File: src/sv/sbc_pkg.sv
// shared types, constants and helpers for the sphere/box collision pipeline
`timescale 1ns / 1ps
`default_nettype none
package sbc_pkg;

  localparam int FracBitsDef = 16;
  localparam int QuotBits    = 33;   // impulse quotient never exceeds t, which fits 33 bits

  typedef enum logic [2:0] {
    CfgCenterX = 3'd0,
    CfgCenterY = 3'd1,
    CfgCenterZ = 3'd2,
    CfgHalfX   = 3'd3,
    CfgHalfY   = 3'd4,
    CfgHalfZ   = 3'd5,
    CfgInvMass = 3'd6
  } cfg_idx_e;

  typedef enum logic [2:0] {
    FacePosX = 3'd0,
    FaceNegX = 3'd1,
    FacePosY = 3'd2,
    FaceNegY = 3'd3,
    FacePosZ = 3'd4,
    FaceNegZ = 3'd5
  } face_e;

  localparam logic [16:0] ElastOne = 17'd65536;

  // result fields that ride along with the impulse math
  typedef struct packed {
    logic               hit;
    face_e              face;
    logic signed [31:0] fdist;
    logic signed [31:0] vx;
    logic signed [31:0] vy;
    logic signed [31:0] vz;
  } pkt_t;

  // output of the face test stages
  typedef struct packed {
    pkt_t        pkt;
    logic [30:0] im1;
    logic [16:0] elast;
  } face_res_t;

  // carried through the divider
  typedef struct packed {
    pkt_t pkt;
    logic apply;
  } div_side_t;

  function automatic logic signed [31:0] sat35(input logic signed [34:0] v);
    logic signed [31:0] r;
    if (v > 35'sd2147483647) begin
      r = 32'sh7fffffff;
    end else if (v < -35'sd2147483648) begin
      r = 32'sh80000000;
    end else begin
      r = v[31:0];
    end
    return r;
  endfunction

endpackage
`default_nettype wire

File: src/sv/sbc_face.sv
// face distances, overlap test and nearest-face select (two stages)
`timescale 1ns / 1ps
`default_nettype none
module sbc_face (
  input  wire logic               clk_i,
  input  wire logic               rst_ni,
  input  wire logic               adv_i,
  input  wire logic               valid_i,
  input  wire logic signed [31:0] sphere_x_i,
  input  wire logic signed [31:0] sphere_y_i,
  input  wire logic signed [31:0] sphere_z_i,
  input  wire logic        [30:0] sphere_radius_i,
  input  wire logic signed [31:0] vel_x_i,
  input  wire logic signed [31:0] vel_y_i,
  input  wire logic signed [31:0] vel_z_i,
  input  wire logic        [30:0] sphere_inv_mass_i,
  input  wire logic        [16:0] elasticity_i,
  input  wire logic signed [31:0] ctr_x_i,
  input  wire logic signed [31:0] ctr_y_i,
  input  wire logic signed [31:0] ctr_z_i,
  input  wire logic        [30:0] half_x_i,
  input  wire logic        [30:0] half_y_i,
  input  wire logic        [30:0] half_z_i,
  output logic                    valid_o,
  output sbc_pkg::face_res_t      res_o
);

  logic signed [34:0] d_d [6];
  logic signed [34:0] d_q [6];
  logic        [30:0] rad_q;
  logic signed [31:0] vx_q, vy_q, vz_q;
  logic        [30:0] im1_q;
  logic        [16:0] e_q;
  logic               v1_q;
  logic               v2_q;
  sbc_pkg::face_res_t res_d, res_q;

  function automatic logic signed [34:0] sx(input logic signed [31:0] a);
    return {{3{a[31]}}, a};
  endfunction

  always_comb begin
    d_d[0] = sx(sphere_x_i) - (sx(ctr_x_i) + {4'b0, half_x_i});
    d_d[1] = (sx(ctr_x_i) - {4'b0, half_x_i}) - sx(sphere_x_i);
    d_d[2] = sx(sphere_y_i) - (sx(ctr_y_i) + {4'b0, half_y_i});
    d_d[3] = (sx(ctr_y_i) - {4'b0, half_y_i}) - sx(sphere_y_i);
    d_d[4] = sx(sphere_z_i) - (sx(ctr_z_i) + {4'b0, half_z_i});
    d_d[5] = (sx(ctr_z_i) - {4'b0, half_z_i}) - sx(sphere_z_i);
  end

  always_ff @(posedge clk_i) begin
    if (adv_i) begin
      d_q   <= d_d;
      rad_q <= sphere_radius_i;
      vx_q  <= vel_x_i;
      vy_q  <= vel_y_i;
      vz_q  <= vel_z_i;
      im1_q <= sphere_inv_mass_i;
      e_q   <= elasticity_i;
    end
  end

  // greatest distance wins, lower index on a tie
  always_comb begin
    logic               all_in;
    logic [2:0]         best;
    logic signed [34:0] bd;
    all_in = 1'b1;
    best   = 3'd0;
    bd     = d_q[0];
    for (int i = 0; i < 6; i++) begin
      if (!(d_q[i] < $signed({4'b0, rad_q}))) all_in = 1'b0;
      if (d_q[i] > bd) begin
        bd   = d_q[i];
        best = 3'(i);
      end
    end
    res_d.pkt.hit   = all_in;
    res_d.pkt.face  = all_in ? sbc_pkg::face_e'(best) : sbc_pkg::FacePosX;
    res_d.pkt.fdist = all_in ? sbc_pkg::sat35(bd) : 32'sd0;
    res_d.pkt.vx    = vx_q;
    res_d.pkt.vy    = vy_q;
    res_d.pkt.vz    = vz_q;
    res_d.im1       = im1_q;
    res_d.elast     = e_q;
  end

  always_ff @(posedge clk_i) begin
    if (adv_i) res_q <= res_d;
  end

  always_ff @(posedge clk_i or negedge rst_ni) begin
    if (!rst_ni) begin
      v1_q <= 1'b0;
      v2_q <= 1'b0;
    end else if (adv_i) begin
      v1_q <= valid_i;
      v2_q <= v1_q;
    end
  end

  assign valid_o = v2_q;
  assign res_o   = res_q;

endmodule
`default_nettype wire

File: config.mk
export PLATFORM = sky130hd
export DESIGN_NAME = sbc_face
export DESIGN_NICKNAME = d
export VERILOG_FILES = /design/src/sv/sbc_pkg.sv /design/src/sv/sbc_face.sv
export SDC_FILE = /design/constraint.sdc
export NUM_CORES = 2
export LEC_CHECK = 0
export ABC_AREA = 0
export BUFFER_PORTS_ARGS = -buffer_cell sky130_fd_sc_hd__buf_2
export CORE_ASPECT_RATIO = 1.2
export CORE_MARGIN = 1.5
export CORE_UTILIZATION = 45
export DETAILED_ROUTE_END_ITERATION = 16
export GPL_TIMING_DRIVEN = 0
export MAX_ROUTING_LAYER = met4
export PLACE_DENSITY = 0.65
export SKIP_CTS_REPAIR_TIMING = 1
export SYNTH_ARGS = -nofsm -noshare
export SYNTH_HDL_FRONTEND = slang
export SYNTH_SLANG_ARGS = --single-unit
File: constraint.sdc
create_clock -name clk_i -period 15.2 [get_ports clk_i]
set_input_delay 0.76 -clock clk_i [delete_from_list [all_inputs] [get_ports clk_i]]
set_output_delay 0.76 -clock clk_i [all_outputs]
set_load 0.005 [all_outputs]
==> results.py <==
metrics = {
    "run_status": {
        "status": "finished with violations",
        "failed_checks": "capacitance limit, slew limit",
    },
    "timing": {
        "finalHoldViolCount": 0,
        "skew_ns": 0.0315,
        "min_period_over_period_pct": 94.5,
        "fin_setup_tns_ns": 0,
        "setup_slack_ns": 0.831,
        "setup_viol": 0,
        "finalMaxSlewViolations": 7,
        "post-route-min-period_ns": 14.37,
        "tightest_slew_ns": 1.51,
        "max_freq_ghz": 0.0696,
        "max-slew-margin-rel_pct": -1.43,
    },
    "grt": {
        "grt_first_pass_wirelength_um": 166000,
        "grt_max_degree": 129,
        "grt_pass1_vias": 29000,
        "grt_overflow": 0,
        "antenna_found_initial": 17,
        "grtUsageTotal_pct": 24.3,
    },
    "yosys": {
        "yosys_most_used_dff": "edfxtp_1",
        "async_flop_share_pct": 0.357,
        "synth_area_mm2": 0.0407,
        "seq_area_frac_synth_pct": 41.3,
        "netlist_top_cells_area": "edfxtp_1 41%, ha_1 17%, fa_1 9.1%, inv_1 4.9%, xnor2_1 2.8%",
        "syn_avg_cell_area_um2": 11.2,
        "synth_nets": 4846,
        "yosysWarnings": 0,
        "ys_ff_latch": 561,
        "synthTopCellsByCount": "560 x ha_1, 559 x edfxtp_1, 529 x inv_1, 215 x nor2_1, 198 x o21ai_0",
        "yosys.area.top_type": "edfxtp_1",
        "yosys.cell_count.top_type": "ha_1",
        "synth-edff-count": 559,
        "synth_top_area_share_pct": 41.2,
        "syn_inst": 3636,
        "synth_cell_types": 79,
    },
    "floorplan": {
        "dieArea_mm2": 0.0923,
        "die-height_um": 333,
        "ios": 645,
        "initial_utilization_pct": 45.5,
        "die_w_um": 278,
        "core_area_mm2": 0.0895,
        "rows": 120,
    },
    "job": {
        "maxCapViolCount": 1,
    },
    "layout": {
        "stdcell_count": 5600,
        "syn_to_final_growth_pct": 18.7,
        "layout-drive-gt1-share_pct": 20.5,
        "final_cell_area_mm2": 0.0483,
        "nets": 5587,
    },
    "setup_path": {
        "cp.required_ns": 15.68,
        "worstPathArrival_ns": 14.85,
        "cp_max_fo": 10,
        "worstSetupStartpointType": "flop",
        "critPathSlowestCell": "edfxtp_1",
        "worst_path_largest_cell_delay_ns": 0.47,
        "cp-end-kind": "flop",
        "crit_type": "reg2reg",
    },
    "power_and_ir_drop": {
        "p_int_uw": 5230,
        "leakage_uw": 0.0225,
        "p_comb_share_pct": 57.9,
        "switching_share_pct": 41.9,
        "vdd_drop_max_uv": 160,
        "p_per_area_mw_per_mm2": 186,
        "power.share.sequential_pct": 24.8,
        "switchingPower_uw": 3770,
        "clkPwrFrac_pct": 17.2,
    },
    "routing": {
        "drc_errors": 0,
        "vias_per_cell": 5.20,
        "dr.pass1.iters": 7,
        "num_vias": 29100,
        "routed_wl_um": 110000,
        "ant_nets": 0,
        "initialDrtViolationCount": 1351,
        "avgRoutedWirePerCell_um": 19.6,
    },
    "clock_tree": {
        "cts_buffers": 61,
        "clock_path_buffers": 3,
        "cts_root_buffer": "clkbuf_16",
        "clkSinkCount": 561,
        "worstSkewPairLatency_ns": 0.67,
        "cts_tree": "built",
        "htree_levels": 2,
        "path_clk_slew_ns": 0.06,
    },
    "place": {
        "port_buffers": 644,
        "dp_slack_ns": -5.34,
        "dp_hpwl_um": 90700,
        "dpl.cell_count": 5443,
        "place.gp.congestion": 0.904,
        "dpl_cell_area_mm2": 0.0455,
    },
    "worst_hold_path": {
        "min_path_type": "in2reg",
    },
}
[placed cells by master (no fill, tap or decap), types with 129 or more instances in the layout]
master / count
a21o_1: 129
a21oi_1: 191
buf_2: 644
edfxtp_1: 559
fa_1: 186
ha_1: 559
inv_1: 529
nand2_1: 153
nor2_1: 213
o21ai_0: 174
xnor2_1: 129
[cells by family after synthesis]
family / Yosys count / share of synthesized area [%]
compound gates: 760 / 12.1
fa+ha+maj: 747 / 26.4
simple gates: 745 / 8.92
buf+inv: 564 / 5.28
flops: 561 / 41.3
xor+xnor: 158 / 3.40
mux: 101 / 2.61
[path summary, 6_finish.rpt]
check,from,end,slack (ns),cells after the start
max in group asynchronous,rst_ni,valid_o,14.67,2
worst min-delay path,sphere_radius_i[27],rad_q[27],0.26,1
worst max register to register,d_q[180],res_o[167],0.83,72
worst max-delay path,d_q[180],res_o[167],0.83,72
worst min register to register,vx_q[27],res_o[139],0.41,0
min in group asynchronous,rst_ni,v1_q,0.43,2
[cell type report]
type,instances,area (um^2)
fill,7918,41200
multi-input combinational,2511,22000
sequential,561,16800
timing repair buffer,678,3570
inverter,529,1990
clock buffer,66,1550
tap,1159,1450
clock inverter,49,573
buffer,35,292
antenna,12,30.0
[state kept, by name, summed over array words and instances, names as in the netlist, 17 cells and up]
register and cells:
d_q 204, res_o 180, vx_q 32, vy_q 32
vz_q 32, im1_q 31, rad_q 31, e_q 17
[layer usage]
| layer | GRT usage [%] | part of all wire, % | up-vias |
|---|---|---|---|
| met5 | - | 0 | - |
| met4 | 5.81 | 2.3 | 0 |
| met2 | 44.7 | 53 | 753 |
| met3 | 3.62 | 5.4 | 116 |
| li1 | - | - | 14400 |
| met1 | 27.5 | 39 | 13800 |
[critical path, delay by kind of cell, from the launching register on]
kind,cells,cell delay (ns)
AOI/OAI and AO/OA,27,4.80
adders and majority gates,5,1.28
buffers and inverters,14,2.40
DFF,1,0.47
muxes,4,1.26
and+or+nand+nor,22,3.93
[stage by stage]
stage	hold slack (ns)	util, %	total power (uW)
2_1_floorplan	0.400	-	5570
3_3_place_gp	0.400	50.7	6970
3_5_place_dp	0.405	50.9	7030
4_1_cts	-0.152	53.2	8620
5_1_grt	0.239	54.0	9750
6_report	0.262	54.0	9000
[power groups by stage]
stage	Combinational, uW	Clock, uW	Sequential [uW]
2_1_floorplan	3390	0	2180
3_3_place_gp	4680	0	2290
3_5_place_dp	4760	0	2270
4_1_cts	4800	1590	2240
5_1_grt	5840	1650	2260
6_report	5210	1550	2240
No activity file was read; power rests on OpenSTA's default activity.
