## config.mk

```make
export PLATFORM = sky130hd
export DESIGN_NAME = sbc_impulse
export DESIGN_NICKNAME = d
export VERILOG_FILES = /design/src/sv/sbc_pkg.sv /design/src/sv/sbc_impulse.sv
export SDC_FILE = /design/constraint.sdc
export NUM_CORES = 2
export LEC_CHECK = 0
export ABC_AREA = 1
export BUFFER_PORTS_ARGS = -buffer_cell sky130_fd_sc_hd__buf_2
export CORE_MARGIN = 2
export CORE_UTILIZATION = 55
export DETAILED_ROUTE_END_ITERATION = 10
export GPL_TIMING_DRIVEN = 1
export PLACE_DENSITY_LB_ADDON = 0.12
export SETUP_SLACK_MARGIN = 0.2
export SLEW_MARGIN = 20
export SYNTH_ARGS = -nofsm -noshare
export SYNTH_HDL_FRONTEND = slang
export SYNTH_SLANG_ARGS = --single-unit
```

## constraint.sdc

```tcl
create_clock -name clk_i -period 6.45 [get_ports clk_i]
set_input_delay 0.9675 -clock clk_i [delete_from_list [all_inputs] [get_ports clk_i]]
set_output_delay 0.9675 -clock clk_i [all_outputs]
set_load 0.005 [all_outputs]
```

## src/sv/sbc_pkg.sv

```systemverilog
// shared types, constants and helpers for the sphere/box collision pipeline
`timescale 1ns / 1ps
`default_nettype none
package sbc_pkg;

  localparam int FracBitsDef = 16;
  localparam int QuotBits    = 33;   // impulse quotient never exceeds t, which fits 33 bits

  typedef enum logic [2:0] {
    CfgCenterX = 3'd0,
    CfgCenterY = 3'd1,
    CfgCenterZ = 3'd2,
    CfgHalfX   = 3'd3,
    CfgHalfY   = 3'd4,
    CfgHalfZ   = 3'd5,
    CfgInvMass = 3'd6
  } cfg_idx_e;

  typedef enum logic [2:0] {
    FacePosX = 3'd0,
    FaceNegX = 3'd1,
    FacePosY = 3'd2,
    FaceNegY = 3'd3,
    FacePosZ = 3'd4,
    FaceNegZ = 3'd5
  } face_e;

  localparam logic [16:0] ElastOne = 17'd65536;

  // result fields that ride along with the impulse math
  typedef struct packed {
    logic               hit;
    face_e              face;
    logic signed [31:0] fdist;
    logic signed [31:0] vx;
    logic signed [31:0] vy;
    logic signed [31:0] vz;
  } pkt_t;

  // output of the face test stages
  typedef struct packed {
    pkt_t        pkt;
    logic [30:0] im1;
    logic [16:0] elast;
  } face_res_t;

  // carried through the divider
  typedef struct packed {
    pkt_t pkt;
    logic apply;
  } div_side_t;

  function automatic logic signed [31:0] sat35(input logic signed [34:0] v);
    logic signed [31:0] r;
    if (v > 35'sd2147483647) begin
      r = 32'sh7fffffff;
    end else if (v < -35'sd2147483648) begin
      r = 32'sh80000000;
    end else begin
      r = v[31:0];
    end
    return r;
  endfunction

endpackage
`default_nettype wire

```

## src/sv/sbc_impulse.sv

```systemverilog
// normal speed, restitution scaling and numerator product (two stages)
`timescale 1ns / 1ps
`default_nettype none
module sbc_impulse #(
  parameter int FRAC_BITS = sbc_pkg::FracBitsDef
) (
  input  wire logic               clk_i,
  input  wire logic               rst_ni,
  input  wire logic               adv_i,
  input  wire logic               valid_i,
  input  wire sbc_pkg::face_res_t res_i,
  input  wire logic        [30:0] box_inv_mass_i,
  output logic                    valid_o,
  output sbc_pkg::div_side_t      side_o,
  output logic             [63:0] num_o,
  output logic             [32:0] den_o
);

  localparam longint EpsRaw = ((64'sd1 <<< FRAC_BITS) + 64'sd50000) / 64'sd100000;
  localparam logic [32:0] EpsLsb = (EpsRaw == 0) ? 33'd1 : 33'(EpsRaw);

  logic               neg;
  logic signed [31:0] vsel;
  logic signed [32:0] vn;
  logic        [31:0] mag;
  logic        [16:0] esat;
  logic        [49:0] prod;
  logic               v3_q, v4_q;
  sbc_pkg::div_side_t s3_q, s4_q;
  logic        [32:0] t_q;
  logic        [30:0] im1_q;
  logic        [32:0] den3_q, den4_q;
  logic        [63:0] num_q;

  always_comb begin
    neg = res_i.pkt.face[0];
    case (res_i.pkt.face)
      sbc_pkg::FacePosX, sbc_pkg::FaceNegX: vsel = res_i.pkt.vx;
      sbc_pkg::FacePosY, sbc_pkg::FaceNegY: vsel = res_i.pkt.vy;
      default:                              vsel = res_i.pkt.vz;
    endcase
    vn   = neg ? -{vsel[31], vsel} : {vsel[31], vsel};
    mag  = 32'(-vn);
    esat = (res_i.elast > sbc_pkg::ElastOne) ? sbc_pkg::ElastOne : res_i.elast;
    prod = 50'({1'b0, esat} + 18'(sbc_pkg::ElastOne)) * 50'(mag);
  end

  always_ff @(posedge clk_i) begin
    if (adv_i) begin
      s3_q.pkt   <= res_i.pkt;
      s3_q.apply <= res_i.pkt.hit && vn[32];
      t_q        <= prod[48:16];
      im1_q      <= res_i.im1;
      den3_q     <= {2'b0, res_i.im1} + {2'b0, box_inv_mass_i} + EpsLsb;
      s4_q       <= s3_q;
      num_q      <= 64'(t_q) * 64'(im1_q);
      den4_q     <= den3_q;
    end
  end

  always_ff @(posedge clk_i or negedge rst_ni) begin
    if (!rst_ni) begin
      v3_q <= 1'b0;
      v4_q <= 1'b0;
    end else if (adv_i) begin
      v3_q <= valid_i;
      v4_q <= v3_q;
    end
  end

  assign valid_o = v4_q;
  assign side_o  = s4_q;
  assign num_o   = num_q;
  assign den_o   = den4_q;

endmodule
`default_nettype wire

```

==> out/summary.md <==
## STA
* transition time of the tightest slew-check pin: 1.01 ns
* unrepaired setup endpoints after global routing: yes
* Final Hold Slack: 0.128 ns
* share of the clock period used by the worst path: 124%
* max-slew violation count: 0
* Slew HR: 32.5%
* Hold Fails Final Rpt: 0
* final worst slack: -1.57 ns
* worst clock skew: 0.0194 ns
* number of setup violations in the final report: 81
* maximum clock frequency: 125 MHz
* final critical path time including I/O delays and setup: 8.02 ns

## Global routing
* largest net degree at the start of global routing: 127
* number of antenna violations at the first check in global routing: 12
* aggregate global-route resource usage: 34.2%
* global-route wire length before repair: 339 mm
* Congestion Overflow GR: 0
* number of global-route vias before repair: 60755

## Routing
* drt wl/cell: 20.7 um
* initial detailed-routing violation count: 4585
* iteration count of the initial detailed-routing pass: 7
* Routed WL: 224 mm
* number of nets still failing antenna checks after routing: 0
* vias per std cell: 5.24
* vias: 56878
* remaining routing DRC violations: 0

## Finish
* Synth-to-Final Area Change: 29.4%
* final non-filler cell area: 0.0896 mm^2
* share of post-route cells with drive strength above 1: 29.9%
* Total Nets Final: 11140

## Min path
* worst hold-check path type: in -> async

## Synth
* Post-Syn Nets: 9685
* total standard cell area after synthesis: 0.0693 mm^2
* main area contributors after synthesis: sky130_fd_sc_hd__fa_1, sky130_fd_sc_hd__edfxtp_1, sky130_fd_sc_hd__inv_1
* top cell type's share of synthesized area: 38.8%
* EDFF count, synth: 458
* Synth area leader: sky130_fd_sc_hd__fa_1
* mean instance size in the synthesized netlist: 9.01 um^2
* post-synthesis cell count: 7691
* sequential cell area fraction in the yosys report: 19.9%
* Yosys warnings: 0
* Yosys reg bits: 460
* count of distinct cell types in the synthesized netlist: 67
* async set or reset register ratio after synthesis: 0.435%
* predominant post-synthesis flop cell: sky130_fd_sc_hd__edfxtp_1

## Worst setup path
* CP Data Arrival Time: 8.38 ns
* kind of critical path: in -> reg
* element type at the critical path end: flop
* maximum fanout count along the critical path: 5
* Reg2Reg Depth: 29
* Worst EP required: 6.82 ns
* crit start category: input pin
* largest incremental delay on the critical path: 0.57 ns
* crit path max-delay cell type: sky130_fd_sc_hd__fa_2
* slack of the worst reg-to-reg path: -0.89 ns

## Floorplanning
* effective utilization at floorplan: 55.3%
* Die ar.: 0.129 mm^2
* number of core rows: 130
* Die Wd: 359 um
* Core Region: 0.125 mm^2
* IO Pins: 446
* vertical die dimension: 359 um

## CTS
* total CTS buffers: 48
* number of levels in the clock H-tree: 2
* CTS tree: done
* hold-fix buffer count after cts: 0
* maximum buffer depth of the clock tree: 3
* clock tree sinks: 460
* Clock transition at path regs: 0.06 ns
* cell chosen for the clock root: sky130_fd_sc_hd__clkbuf_16
* latest clock arrival within the worst-skew pair: 0.63 ns

## Run status
* status: complete, but fails checks
* violations in the final reports: negative setup slack

## Placed design
* Placed Instance Area: 0.0821 mm^2
* final RePlAce weighted congestion: 0.965
* count of input and output buffers: 444
* placed wire-length estimate: 181 mm

## Job
* max-cap viol count: 0

[metrics by stage]
| step | utilization (%) | instances | setup TNS, ns | setup slack [ns] |
|---|---|---|---|---|
| 2_1_floorplan | - | 7691 | -51.17 | -1.84 |
| 3_3_place_gp | 65.5 | 10488 | -96.53 | -2.46 |
| 3_5_place_dp | 65.5 | 10488 | -102.13 | -2.59 |
| 4_1_cts | 69.6 | 10738 | -60.34 | -1.44 |
| 5_1_grt | 71.6 | 10843 | -94.79 | -1.89 |
| 6_report | 71.6 | 10847 | -76.91 | -1.57 |
[flip-flops by register name, indices dropped and copies added, names as in the netlist]
name	cells
s3_q	133
den3_q	32
num_o	64
side_o	133
t_q	33
valid_o	1
den_o	32
v3_q	1
im1_q	31
[per-layer routing]
| metal | global-route usage (%) | routed length [um] |
|---|---|---|
| met1 | 42.0 | 83000 |
| met2 | 59.8 | 112000 |
| met3 | 4.69 | 14800 |
| met4 | 15.8 | 14000 |
| met5 | 0 | 13 |
[path summary, 6_finish.rpt]
path	start	end
worst max register to register	t_q[8]	num_o[36]
min in group clk_i	s3_q[24]	side_o[24]
max in group asynchronous	rst_ni	v3_q
worst min-delay path	rst_ni	valid_o
worst min register to register	s3_q[24]	side_o[24]
worst max-delay path	res_i[177]	t_q[21]
[final cells by class]
type                            count  area [um^2]
Inverter                         2077         7880
Sequential cell                   460        13800
Antenna cell                       11         27.5
Clock inverter                     38          359
Multi-Input combinational cell   4819        50200
Timing Repair Buffer             1740        14100
Fill cell                        9428        35600
Tap cell                         1650         2060
Clock buffer                       52         1220
[critical path, delay by kind of cell]
| kind | cells | cell delay [ns] |
|---|---|---|
| and+or+nand+nor | 25 | 2.99 |
| buffers and inverters | 8 | 0.64 |
| AOI/OAI and AO/OA | 1 | 0.20 |
| xor gates and xnor gates | 1 | 0.06 |
| adders and majority gates | 8 | 3.53 |
[kinds of logic (layout without fill, tap and decap cells)]
family / Yosys count / in the layout / share of synthesized area (%)
and+or+nand+nor: 2483 / 2484 / 14.8
buffers and inverters: 2413 / 3907 / 13.4
adders and majority gates: 1779 / 1779 / 46.7
DFF: 460 / 460 / 19.9
AOI/OAI and AO/OA: 421 / 421 / 3.45
xor gates and xnor gates: 133 / 133 / 1.73
other: 1 / 12 / 0.00541
muxes: 1 / 1 / 0.0144
[repair_timing]
item | CTS | global route
endpoints found under the setup margin | 83 | 83
setup buffers | 155 | 97
gates resized for setup | 570 | 430
gates cloned | 5 | 1
pin swaps | 308 | 323
[cell usage after synthesis (all sizes together) (2+ instances only)]
| cell type | number |
|---|---|
| or2 | 7 |
| clkinv | 6 |
| buf | 37 |
| nand4 | 30 |
| nor2 | 478 |
| fa | 1343 |
| nor4 | 10 |
| nor3b | 2 |
| xnor2 | 50 |
| o31ai | 5 |
| nand3 | 132 |
| nand3b | 9 |
| o221ai | 4 |
| o21bai | 8 |
| dfrtp | 2 |
| clkbuf | 299 |
| nor3 | 24 |
| a21boi | 6 |
| and3 | 2 |
| nand2 | 1788 |
| edfxtp | 458 |
| a21o | 8 |
| inv | 2071 |
| o21ai | 119 |
| o21a | 21 |
| o311ai | 3 |
| ha | 436 |
| o211ai | 10 |
| a31oi | 36 |
| xor2 | 83 |
| o221a | 5 |
| a21oi | 189 |
[cells in the final DEF (no fill, tap or decap), types with 98 or more instances in the layout]
cell type                  count
sky130_fd_sc_hd__edfxtp_1    458
sky130_fd_sc_hd__nor2_1      348
sky130_fd_sc_hd__ha_1        373
sky130_fd_sc_hd__buf_12      112
sky130_fd_sc_hd__fa_1       1265
sky130_fd_sc_hd__buf_2       441
sky130_fd_sc_hd__nand2_2     112
sky130_fd_sc_hd__inv_2       159
sky130_fd_sc_hd__inv_1      1892
sky130_fd_sc_hd__buf_6       144
sky130_fd_sc_hd__nand2_1    1606
sky130_fd_sc_hd__buf_4      1027
sky130_fd_sc_hd__a21oi_1      98
Power is not shown: default switching activity piles up to over one toggle a cycle in this logic, so the estimate is an artifact.
